--- src/hdl/rhwf_pkg.sv ---
package rhwf_pkg;

  localparam int unsigned MazeDim  = 32;
  localparam int unsigned CoordW   = 5;
  localparam int unsigned SizeW    = 6;
  localparam int unsigned HeadW    = 2;
  localparam int unsigned CmpW     = 8;
  localparam int unsigned MapDepth = MazeDim * MazeDim;
  localparam int unsigned AddrW    = $clog2(MapDepth);
  localparam int unsigned SizeCap  = (MazeDim < 32) ? MazeDim : 32;
  localparam int unsigned SizeMin  = 3;

  localparam logic [SizeW-1:0]  ResetSize    = SizeW'(32);
  localparam logic [CoordW-1:0] ResetStartX  = CoordW'(30);
  localparam logic [CoordW-1:0] ResetStartY  = CoordW'(30);
  localparam logic [1:0]        LastTry      = 2'd3;

  typedef enum logic [1:0] {
    HEAD_UP    = 2'd0,
    HEAD_RIGHT = 2'd1,
    HEAD_DOWN  = 2'd2,
    HEAD_LEFT  = 2'd3
  } heading_e;

  localparam logic [HeadW-1:0] ResetHeading = HEAD_LEFT;

  typedef enum logic [1:0] {
    ACT_WRITE   = 2'd0,
    ACT_STEP    = 2'd1,
    ACT_RESTART = 2'd2,
    ACT_NONE    = 2'd3
  } action_e;

  typedef enum logic [1:0] {
    REG_MAZE_SIZE     = 2'd0,
    REG_START_X       = 2'd1,
    REG_START_Y       = 2'd2,
    REG_START_HEADING = 2'd3
  } reg_idx_e;

  typedef struct packed {
    logic [CoordW-1:0] x;
    logic [CoordW-1:0] y;
  } pos_t;

  function automatic logic [AddrW-1:0] cell_addr(input logic [CoordW-1:0] x,
                                                 input logic [CoordW-1:0] y);
    logic [CmpW+CmpW-1:0] a;
    begin
      a = (2*CmpW)'(y) * (2*CmpW)'(MazeDim) + (2*CmpW)'(x);
      cell_addr = a[AddrW-1:0];
    end
  endfunction

  function automatic logic [SizeW-1:0] size_in_use(input logic [SizeW-1:0] s);
    begin
      if (s < SizeW'(SizeMin)) begin
        size_in_use = SizeW'(SizeMin);
      end else if (s > SizeW'(SizeCap)) begin
        size_in_use = SizeW'(SizeCap);
      end else begin
        size_in_use = s;
      end
    end
  endfunction

  function automatic logic in_interior(input pos_t p, input logic [SizeW-1:0] s);
    logic [SizeW-1:0] lim;
    begin
      lim = size_in_use(s) - SizeW'(1);
      in_interior = (p.x != '0) && (SizeW'(p.x) < lim) &&
                    (p.y != '0) && (SizeW'(p.y) < lim);
    end
  endfunction

endpackage

--- src/hdl/rhwf_ram.sv ---
module rhwf_ram #(
  parameter int unsigned Width = 1,
  parameter int unsigned Depth = 1024
) (
  input  logic                     clk_i,
  input  logic                     we_i,
  input  logic [$clog2(Depth)-1:0] addr_i,
  input  logic [Width-1:0]         wdata_i,
  output logic [Width-1:0]         rdata_o
);

  logic [Width-1:0] mem_q [Depth];
  logic [Width-1:0] rdata_q;

  always_ff @(posedge clk_i) begin
    if (we_i) begin
      mem_q[addr_i] <= wdata_i;
    end else begin
      rdata_q <= mem_q[addr_i];
    end
  end

  assign rdata_o = rdata_q;

endmodule

--- src/hdl/rhwf_step_unit.sv ---
module rhwf_step_unit import rhwf_pkg::*; (
  input  pos_t             pos_i,
  input  logic [HeadW-1:0] heading_i,
  output pos_t             next_o,
  output logic [AddrW-1:0] addr_o
);

  always_comb begin
    next_o = pos_i;
    unique case (heading_i)
      HEAD_UP:    next_o.y = pos_i.y - CoordW'(1);
      HEAD_RIGHT: next_o.x = pos_i.x + CoordW'(1);
      HEAD_DOWN:  next_o.y = pos_i.y + CoordW'(1);
      HEAD_LEFT:  next_o.x = pos_i.x - CoordW'(1);
      default:    next_o = pos_i;
    endcase
  end

  assign addr_o = cell_addr(next_o.x, next_o.y);

endmodule

--- src/hdl/right_hand_wall_follower_core.sv ---
// channel  | handshake                 | payload
// in       | in_valid_i / in_ready_o   | action_i cell_x_i cell_y_i wall_bit_i
// out      | out_valid_o / out_ready_i | pos_x_o pos_y_o heading_o escaped_o stuck_o
// cfg      | cfg_we_i                  | cfg_idx_i cfg_wdata_i
// A write, restart or idle action goes from accept to the emit state, then into the output registers.
// A step probes the neighbors in the probe state (up to four), one at a time as
// set by the single-port wall memory and its registered read; off the interior it skips them.
// One transaction at a time; in_ready_o is low until the result is loaded.
// A stalled output holds the sequencer in its emit state.
// Reset puts the walker at column 30, row 30, heading left; the wall map is not cleared.
module right_hand_wall_follower_core import rhwf_pkg::*; (
  input  logic              clk_i,
  input  logic              rst_ni,
  input  logic              cfg_we_i,
  input  logic [1:0]        cfg_idx_i,
  input  logic [SizeW-1:0]  cfg_wdata_i,
  input  logic              in_valid_i,
  output logic              in_ready_o,
  input  logic [1:0]        action_i,
  input  logic [CoordW-1:0] cell_x_i,
  input  logic [CoordW-1:0] cell_y_i,
  input  logic              wall_bit_i,
  output logic              out_valid_o,
  input  logic              out_ready_i,
  output logic [CoordW-1:0] pos_x_o,
  output logic [CoordW-1:0] pos_y_o,
  output logic [HeadW-1:0]  heading_o,
  output logic              escaped_o,
  output logic              stuck_o
);

  localparam logic [1:0] StIdle  = 2'd0;
  localparam logic [1:0] StProbe = 2'd1;
  localparam logic [1:0] StEmit  = 2'd2;

  logic [1:0]        state_q, state_d;
  logic [SizeW-1:0]  size_q;
  logic [CoordW-1:0] start_x_q, start_y_q;
  logic [HeadW-1:0]  start_h_q;
  pos_t              walker_q, walker_d;
  logic [HeadW-1:0]  wheading_q, wheading_d;
  logic [HeadW-1:0]  h_q, h_d;
  logic [1:0]        tries_q, tries_d;
  pos_t              nb_q, nb_d;
  logic              stuck_q, stuck_d;
  logic              out_valid_q, out_valid_d;
  pos_t              out_pos_q;
  logic [HeadW-1:0]  out_h_q;
  logic              out_esc_q, out_stuck_q;
  logic              load_out;

  pos_t              su_next;
  logic [AddrW-1:0]  su_addr;
  logic [HeadW-1:0]  su_h;
  logic              ram_we;
  logic [AddrW-1:0]  ram_addr;
  logic              ram_rdata;
  logic              accept;
  logic              wr_in_range;

  assign accept      = in_valid_i && in_ready_o;
  assign in_ready_o  = (state_q == StIdle);
  assign wr_in_range = (CmpW'(cell_x_i) < CmpW'(MazeDim)) &&
                       (CmpW'(cell_y_i) < CmpW'(MazeDim));

  assign su_h = (state_q == StProbe) ? (h_q - HeadW'(1)) : (wheading_q + HeadW'(1));

  rhwf_step_unit u_step (
    .pos_i     (walker_q),
    .heading_i (su_h),
    .next_o    (su_next),
    .addr_o    (su_addr)
  );

  assign ram_we   = accept && (action_i == ACT_WRITE) && wr_in_range;
  assign ram_addr = ram_we ? cell_addr(cell_x_i, cell_y_i) : su_addr;

  rhwf_ram #(
    .Width (1),
    .Depth (MapDepth)
  ) u_map (
    .clk_i   (clk_i),
    .we_i    (ram_we),
    .addr_i  (ram_addr),
    .wdata_i (wall_bit_i),
    .rdata_o (ram_rdata)
  );

  always_comb begin
    state_d    = state_q;
    walker_d   = walker_q;
    wheading_d = wheading_q;
    h_d        = h_q;
    tries_d    = tries_q;
    nb_d       = nb_q;
    stuck_d    = stuck_q;
    load_out   = 1'b0;
    unique case (state_q)
      StIdle: begin
        if (accept) begin
          stuck_d = 1'b0;
          state_d = StEmit;
          unique case (action_i)
            ACT_RESTART: begin
              walker_d.x = start_x_q;
              walker_d.y = start_y_q;
              wheading_d = start_h_q;
            end
            ACT_STEP: begin
              if (in_interior(walker_q, size_q)) begin
                h_d     = su_h;
                tries_d = '0;
                nb_d    = su_next;
                state_d = StProbe;
              end
            end
            default: ;
          endcase
        end
      end
      StProbe: begin
        if (ram_rdata) begin
          if (tries_q == LastTry) begin
            stuck_d = 1'b1;
            state_d = StEmit;
          end else begin
            h_d     = su_h;
            tries_d = tries_q + 2'd1;
            nb_d    = su_next;
          end
        end else begin
          walker_d   = nb_q;
          wheading_d = h_q;
          state_d    = StEmit;
        end
      end
      StEmit: begin
        if (!out_valid_q || out_ready_i) begin
          load_out = 1'b1;
          state_d  = StIdle;
        end
      end
      default: state_d = StIdle;
    endcase
  end

  always_comb begin
    out_valid_d = out_valid_q;
    if (load_out) begin
      out_valid_d = 1'b1;
    end else if (out_ready_i) begin
      out_valid_d = 1'b0;
    end
  end

  always_ff @(posedge clk_i or negedge rst_ni) begin
    if (!rst_ni) begin
      state_q     <= StIdle;
      out_valid_q <= 1'b0;
      size_q      <= ResetSize;
      start_x_q   <= ResetStartX;
      start_y_q   <= ResetStartY;
      start_h_q   <= ResetHeading;
      walker_q.x  <= ResetStartX;
      walker_q.y  <= ResetStartY;
      wheading_q  <= ResetHeading;
      stuck_q     <= 1'b0;
    end else begin
      state_q     <= state_d;
      out_valid_q <= out_valid_d;
      walker_q    <= walker_d;
      wheading_q  <= wheading_d;
      stuck_q     <= stuck_d;
      if (cfg_we_i) begin
        unique case (cfg_idx_i)
          REG_MAZE_SIZE:     size_q    <= cfg_wdata_i;
          REG_START_X:       start_x_q <= cfg_wdata_i[CoordW-1:0];
          REG_START_Y:       start_y_q <= cfg_wdata_i[CoordW-1:0];
          REG_START_HEADING: start_h_q <= cfg_wdata_i[HeadW-1:0];
          default: ;
        endcase
      end
    end
  end

  always_ff @(posedge clk_i) begin
    h_q     <= h_d;
    tries_q <= tries_d;
    nb_q    <= nb_d;
    if (load_out) begin
      out_pos_q   <= walker_q;
      out_h_q     <= wheading_q;
      out_esc_q   <= !in_interior(walker_q, size_q);
      out_stuck_q <= stuck_q;
    end
  end

  assign out_valid_o = out_valid_q;
  assign pos_x_o     = out_pos_q.x;
  assign pos_y_o     = out_pos_q.y;
  assign heading_o   = out_h_q;
  assign escaped_o   = out_esc_q;
  assign stuck_o     = out_stuck_q;

endmodule
--- config.mk ---
export PLATFORM = sky130hd
export DESIGN_NAME = right_hand_wall_follower_core
export DESIGN_NICKNAME = d
export VERILOG_FILES = /design/src/hdl/rhwf_pkg.sv /design/src/hdl/rhwf_ram.sv /design/src/hdl/rhwf_step_unit.sv /design/src/hdl/right_hand_wall_follower_core.sv
export SDC_FILE = /design/constraint.sdc
export NUM_CORES = 2
export LEC_CHECK = 0
export CAP_MARGIN = 25
export CORE_AREA = 2 2 368 333
export CTS_CLUSTER_DIAMETER = 150
export DETAILED_ROUTE_END_ITERATION = 8
export DIE_AREA = 0 0 370 335
export DONT_BUFFER_PORTS = 1
export PLACE_DENSITY = 0.57
export SETUP_SLACK_MARGIN = 0.1
export SLEW_MARGIN = 20
export SYNTH_ARGS = -nofsm -noshare
export SYNTH_HDL_FRONTEND = slang
export SYNTH_HIERARCHICAL = 1
export SYNTH_SLANG_ARGS = --single-unit
--- constraint.sdc ---
create_clock -name clk_i -period 6.4 [get_ports clk_i]
set_input_delay 0.96 -clock clk_i [delete_from_list [all_inputs] [get_ports clk_i]]
set_output_delay 0.96 -clock clk_i [all_outputs]
set_load 0.02 [all_outputs]
Yosys cells after proc, flatten, opt, wreduce, memory -nomap -nowiden
Memories as Yosys holds them, arrays and structs flattened. A register that Yosys moved wholly into a read port is not among the register bits.
Cells that the tools add are included.
{ "classes": {"mux": 53, "reduce_logical": 28, "addsub": 11, "magnitude_cmp": 6, "eq_ne": 21} }
{ "op_table": {"columns": ["operator", "count"], "rows": [
  ["two-way mux 10 bit", 9],
  ["two-way mux 2 bit", 20],
  ["case mux 10 bit (2 select lines)", 2],
  ["two-way mux 6 bit", 6],
  ["less-than comparator 5 x 6 -> 1 bit", 4],
  ["adder 10 x 5 -> 10 bit", 2],
  ["case mux 5 bit (2 select lines)", 2],
  ["equality test 2 bit, second input constant", 7],
  ["inequality test 2 x 1 -> 1 bit, second input constant", 6],
  ["case mux 2 bit (2 select lines)", 3],
  ["subtractor 6 x 1 -> 6 bit, second input constant", 2],
  ["adder 5 x 1 -> 5 bit, second input constant", 2],
  ["nonzero test 5 bit", 2],
  ["subtractor 5 x 1 -> 5 bit, second input constant", 2],
  ["two-way mux 1 bit", 9],
  ["equality test 2 x 1 -> 1 bit, second input constant", 4],
  ["logical AND 1 bit", 8],
  ["zero test 2 bit", 4],
  ["AND reduction 2 bit", 4],
  ["AND reduction 4 bit", 2],
  ["greater-than comparator 6 bit, second input constant", 1],
  ["less-than comparator 6 x 2 -> 1 bit, second input constant", 1],
  ["inequality test 2 bit, second input constant", 3],
  ["case mux 2 bit (3 select lines)", 1],
  ["9 further kinds", 13]
]} }
{ "totals": {"output_inout_bits": 16, "ff_bits": 62, "inputBits": 26, "ram_bits": 1024, "mem_count": 1, "word_cells": 139} }
{ "mem_list": {"columns": ["memory", "depth", "width", "rd", "rd_clocked_by_memory_dff", "wr", "line_no", "rtl"], "rows": [
  ["u_map.mem_q", 1024, 1, 1, 1, 1, "rhwf_ram.sv:12", "logic [Width-1:0] mem_q [Depth];"]
]} }

Depth between registers and ports, before layout
{ "depth": {"ltp_word": 15, "depth_mapped": 26, "depth_no_buf": 18} }

Hierarchy
The synthesis kept the hierarchy.
{ "modules_own_cells": {"columns": ["module", "area_per_inst_um2", "seq_area_each_um2", "n_inst", "cells_per_inst"], "rows": [
  ["rhwf_ram", 44467.6, 30779.5, 1, 3392],
  ["right_hand_wall_follower_core", 2825.2, 1717.9, 1, 224],
  ["rhwf_step_unit", 441.7, 0.0, 1, 61]
]} }

Least setup slack after synthesis
Ideal clock, no wire load.
{ "synth_path": {"kind": "register -> register", "from": "register state_q[0]", "to": "memory u_map.mem_q[610], enable pin", "synth_period_minus_slack_ns": 4.793, "t_required_ns": 6.100, "path_stages_with_launch": 21, "path_buffers": 8, "slack_ns": 1.607, "arrival_time_ns": 4.494, "setup_time_ns": 0.300, "path_cell_list": "dfrtp_1 -> clkbuf_1 -> nor2b_1 -> clkbuf_1 -> clkbuf_1 -> o21ai_0 -> nand2_1 -> xnor2_1 -> ha_1 -> nor4_1 -> o21ai_1 -> xnor2_1 -> mux2_2 -> buf_2 -> buf_2 -> nor3_1 -> clkbuf_1 -> nand2_1 -> clkbuf_1 -> buf_1 -> nor2_1"} }
{ "synth_between": {"elab_chain_cells": 6, "word_cells_on_any_way": 15, "classes_between": "add/sub: 1; eq/ne: 4; mux: 6; reduce/logical: 4"} }
{ "synth_rtl": {"columns": ["element", "line_no", "rtl"], "rows": [
  ["from (decl)", "right_hand_wall_follower_core.sv:36", "logic [1:0] state_q, state_d;"],
  ["from (signal assigned)", "right_hand_wall_follower_core.sv:158", "state_q <= StIdle;"],
  ["from (signal assigned)", "right_hand_wall_follower_core.sv:169", "state_q <= state_d;"],
  ["equality test 2 x 1 -> 1 bit (*)", "right_hand_wall_follower_core.sv:66", "assign su_h = (state_q == StProbe) ? (h_q - HeadW'(1)) : (wheading_q + HeadW'(1));"],
  ["two-way mux 2 bit (*)", "right_hand_wall_follower_core.sv:66", null],
  ["equality test 2 bit or equality test 2 x 1 -> 1 bit (tied branches)", "rhwf_step_unit.sv:10", "unique case (heading_i)"],
  ["case mux 5 bit (2 select lines) (*)", "rhwf_step_unit.sv:10", null],
  ["adder 10 x 5 -> 10 bit (*)", "rhwf_pkg.sv:50", "a = (2*CmpW)'(y) * (2*CmpW)'(MazeDim) + (2*CmpW)'(x);"],
  ["net su_addr[4]", "right_hand_wall_follower_core.sv:53", "logic [AddrW-1:0] su_addr;"],
  ["two-way mux 10 bit (*)", "right_hand_wall_follower_core.sv:76", "assign ram_addr = ram_we ? cell_addr(cell_x_i, cell_y_i) : su_addr;"],
  ["net ram_addr[4]", "right_hand_wall_follower_core.sv:56", "logic [AddrW-1:0] ram_addr;"],
  ["to (decl)", "rhwf_ram.sv:12", null]
]} }
Mark *: on every way through the listed nets, which the timed path passes. The rest lies on a longest branch.

Final worst setup path
{ "layout_path": {"from": "register state_q[0]", "to": "register u_map.rdata_q, in the netlist u_map/rdata_o (read register of u_map.mem_q) (data pin)"} }
{ "layout_between": {"elab_chain_cells": 6, "word_cells_on_any_way": 14, "classes_between": "add/sub: 1; eq/ne: 4; mux: 4; reduce/logical: 5"} }
{ "layout_rtl": {"columns": ["element", "line_no", "rtl"], "rows": [
  ["equality test 2 x 1 -> 1 bit (*)", "right_hand_wall_follower_core.sv:66", null],
  ["two-way mux 2 bit (*)", "right_hand_wall_follower_core.sv:66", null],
  ["equality test 2 bit or equality test 2 x 1 -> 1 bit (tied branches)", "rhwf_step_unit.sv:10", null],
  ["case mux 5 bit (2 select lines) (*)", "rhwf_step_unit.sv:10", null],
  ["adder 10 x 5 -> 10 bit (*)", "rhwf_pkg.sv:50", null],
  ["net su_addr[2]", "right_hand_wall_follower_core.sv:53", null],
  ["two-way mux 10 bit (*)", "right_hand_wall_follower_core.sv:76", null],
  ["net ram_addr[2]", "right_hand_wall_follower_core.sv:56", null],
  ["to (decl)", "rhwf_ram.sv:13", "logic [Width-1:0] rdata_q;"]
]} }
Marked as above.
A chain may end at the register's enable or synchronous reset.

==> out/results.tsv <==
metric	value	unit
Clock Latency Late Sink	700	ps
Max Cap Viol	0	
postcts setup bufs	0	
Initial DRC Count	4399	
DP HPWL	82.1	mm
Mapped Area	47700	um2
area of the core	120000	um2
DIE HEIGHT	335	um
final worst-path cycle share	93.0	%
DRC	0	
register area share after synthesis	68.1	%
gr ovfl total	0	
PortBufs	0	
Ys Warns	6	
number of gates resized after cts	0	
via-per-instance ratio	5.74	
Worst Setup Slack, final	450	ps
CP max-delay cell	or4b_2	
syn_area_per_cell	13.0	um2
TritonCTS clock tree	done	
Switching Fraction	40.5	%
syn_nets	3714	
Synth top area share	66.2	%
largest cells by area after synthesis	edfxtp_1 (66%), mux2i_1 (9.4%), nor2_1 (8.6%), o22ai_1 (2.6%), clkbuf_1 (1.7%)	
clk buf depth	3	
main combinational cell family by area after synthesis	simple AND/OR/NAND/NOR gates	
Synth Area in Compound Gates	3.93	%
Max Transition Viols Final	0	
critical path launch point type	register	
nets	3641	
Worst Tran Pin Value	1080	ps
post-route ant nets	0	
Fmax	0.168	GHz
P&R area growth vs syn	11.6	%
slowest stage delay, CP	670	ps
Starting Density	39.7	%
synth unique cells	71	
Sequential Power Share	30.6	%
NetSw	0.0109	W
Logic pwr share	45.8	%
die area	124000	um2
via count	30400	
internal power	0.0160	W
Slew headroom	27.6	%
pwr dens	504	nW/um2
Die Wd	370	um
Worst Clk Skew	26.2	ps
worst hold path class	input pin to asynchronous set/reset pin	
first-pass GRT wire length	202	mm
Leakage	17.1	nW
Async SR Flop Fraction	3.13	%
number of synthesized flops with an enable pin	1053	
Arrival @ worst endpoint	6330	ps
pin count of the biggest net entering global routing	1025	
routed wire length	141	mm
CTS H-Tree Depth	3	
dpl ws	621	ps
XOR/XNOR Fraction of Synth Area	0.202	%
CP Max Fanout	18	
cell with the most instances after synthesis	nor2_1	
Rows	121	
crit end category	register	
Synth Instances	3677	
Peak VDD IR	0.000336	V
fraction of the mapped netlist area in simple logic gates	12.2	%
Worst EP required	6780	ps
CP Cell Sequence	nor2b_1 -> nand2_1 -> o21ai_0 -> buf_4 -> nand2_1 -> xnor2_1 -> ha_1 -> mux2i_1 -> nand2_1 -> xnor2_1 -> mux2_2 -> or4b_2 -> buf_4 -> o21ai_0 -> nor3_1 -> nand3_1 -> nand4b_1 -> nand4_1 -> nor4_1 -> o2111ai_1	
clock sink count	1087	
initial antenna violation count	1	
mux cell area share after synthesis	11.8	%
Synth Flop Type	edfxtp_1	
GP Congestion	0.833	
largest area contributor in the netlist	edfxtp_1	
critical path class	register to register	
TNS Setup	0	ps
CP dominant cell by count	nand2_1	
# diodes	0	
number of global-route vias before repair	28500	
Post-synth top cells	nor2_1 (1,093), edfxtp_1 (1,053), mux2i_1 (449)	
RSZ-0062 raised after global routing	false	
Worst-path clk slew	60	ps
cell at the root of the clock tree	clkbuf_16	
final setup vio count	0	
Clk pwr share	23.6	%
Total GRT Usage	22.5	%
TritonRoute pass-1 iters	6	
Yosys reg bits	1087	
outcome	finished clean	
layout cells sized above 1	12.4	%
adder and majority gate portion of the synthesized area	0.328	%
Final Hold Fails	0	
routed len/inst	26.7	um
Num CTS Buffers	112	
# IOs	42	
hold-fix buffers at CTS	1	
crit path time final	5950	ps
## logic make-up after synthesis
kind of cell             Yosys count
AND/OR/NAND/NOR                 1409
flip-flops                      1087
multiplexers                     517
buffers and inverters            352
AO/OA/AOI/OAI                    289
adder cells (fa/ha/maj)           12
XOR/XNOR                          11
## stage by stage
stage,area [um2],utilization (%),hold slack [ps],total power (W),std cells
2_1_floorplan,47700,-,447,0.0164,3677
3_3_place_gp,49500,41.1,482,0.0203,5073
3_5_place_dp,49700,41.3,485,0.0204,5083
4_1_cts,53200,44.2,58.9,0.0267,5285
5_1_grt,53300,44.3,70.6,0.0278,5290
6_report,53300,44.3,103,0.0269,5290
## layout by cell type (no fill, tap or decap), types with 4 or more instances in the layout
cell type  count
buf_8          9
or4b_2         4
mux2i_1      449
nand3_2        5
edfxtp_1    1053
buf_16         5
o2111ai_1     10
nor2_1      1093
bufinv_16      9
a211oi_1      10
mux2_2        35
or4_1          5
nor2b_1       13
clkinv_1      22
o21ai_0       19
dfstp_2       21
a31oi_1       14
buf_4        123
clkinv_2      19
nand4_1        9
nand4b_1       6
nor3_1        30
nor4_1        41
dfrtp_1       13
inv_1          9
xnor2_1        8
nand2_1      101
o22ai_1      202
and2_1         7
o211ai_1       4
nand2_2       31
clkbuf_16    114
nand2b_1       5
buf_12        15
nand3_1       21
a21oi_1        9
ha_1          10
clkbuf_1      29
and3_1         5
mux4_2        32
## power groups by stage
stage               clock (W)  combinational (W)  sequential [W]
global route          0.00669             0.0129         0.00825
finish                0.00634             0.0123         0.00823
detailed placement          0             0.0120         0.00838
global placement            0             0.0119         0.00838
CTS                   0.00643             0.0120         0.00823
floorplan                   0            0.00813         0.00830
## worst max-delay path, delay by kind of cell, from the launching register on
family / cells / cell delay, ps
flip-flops: 1 / 460
buffers and inverters: 2 / 560
multiplexers: 2 / 670
AO/OA/AOI/OAI: 3 / 600
adder cells (fa/ha/maj): 1 / 220
XOR/XNOR: 2 / 400
AND/OR/NAND/NOR: 10 / 2690
## area by class of cell
| class | instances | area (um2) |
|---|---|---|
| clock buffer | 145 | 2990 |
| multi-input combinational | 2238 | 13700 |
| clock inverter | 56 | 507 |
| sequential | 1087 | 32500 |
| inverter | 11 | 41.3 |
| timing repair buffer | 154 | 1520 |
| tap | 1599 | 2000 |
| fill | 11000 | 67100 |
## worst paths after layout
check                                       startpoint                    endpoint  slack (ps)  cells past startpoint
worst min-delay path                            rst_ni   wheading_q[1]$_DFFE_PN1P_         100                      0
worst max register to register  state_q[0]$_DFFE_PN0P_     u_map/rdata_o$_DFFE_PN_         450                     20
min in group clk_i                          wall_bit_i  u_map/mem_q[881]$_DFFE_PP_         380                      0
max in group asynchronous                       rst_ni    start_x_q[0]$_DFFE_PN0P_        5150                      1
worst min register to register       nb_q[2]$_DFFE_PP_     walker_q[2]$_DFFE_PN1P_         490                      2
worst max-delay path            state_q[0]$_DFFE_PN0P_     u_map/rdata_o$_DFFE_PN_         450                     20
## state kept, by name, summed over array words and instances (netlist names), 5 cells and up
name         cells
start_y_q        5
size_q           6
u_map/mem_q   1024
nb_q            10
pos_y_o          5
walker_q        10
pos_x_o          5
start_x_q        5
## metal layers
metal | track usage (%) | share of wire [%]
met3 | 4.83 | 9.8
met5 | 0 | 0
met2 | 33.8 | 45
met4 | 6.28 | 2.8
met1 | 32.7 | 43
No activity file was read; power rests on OpenSTA's default activity.
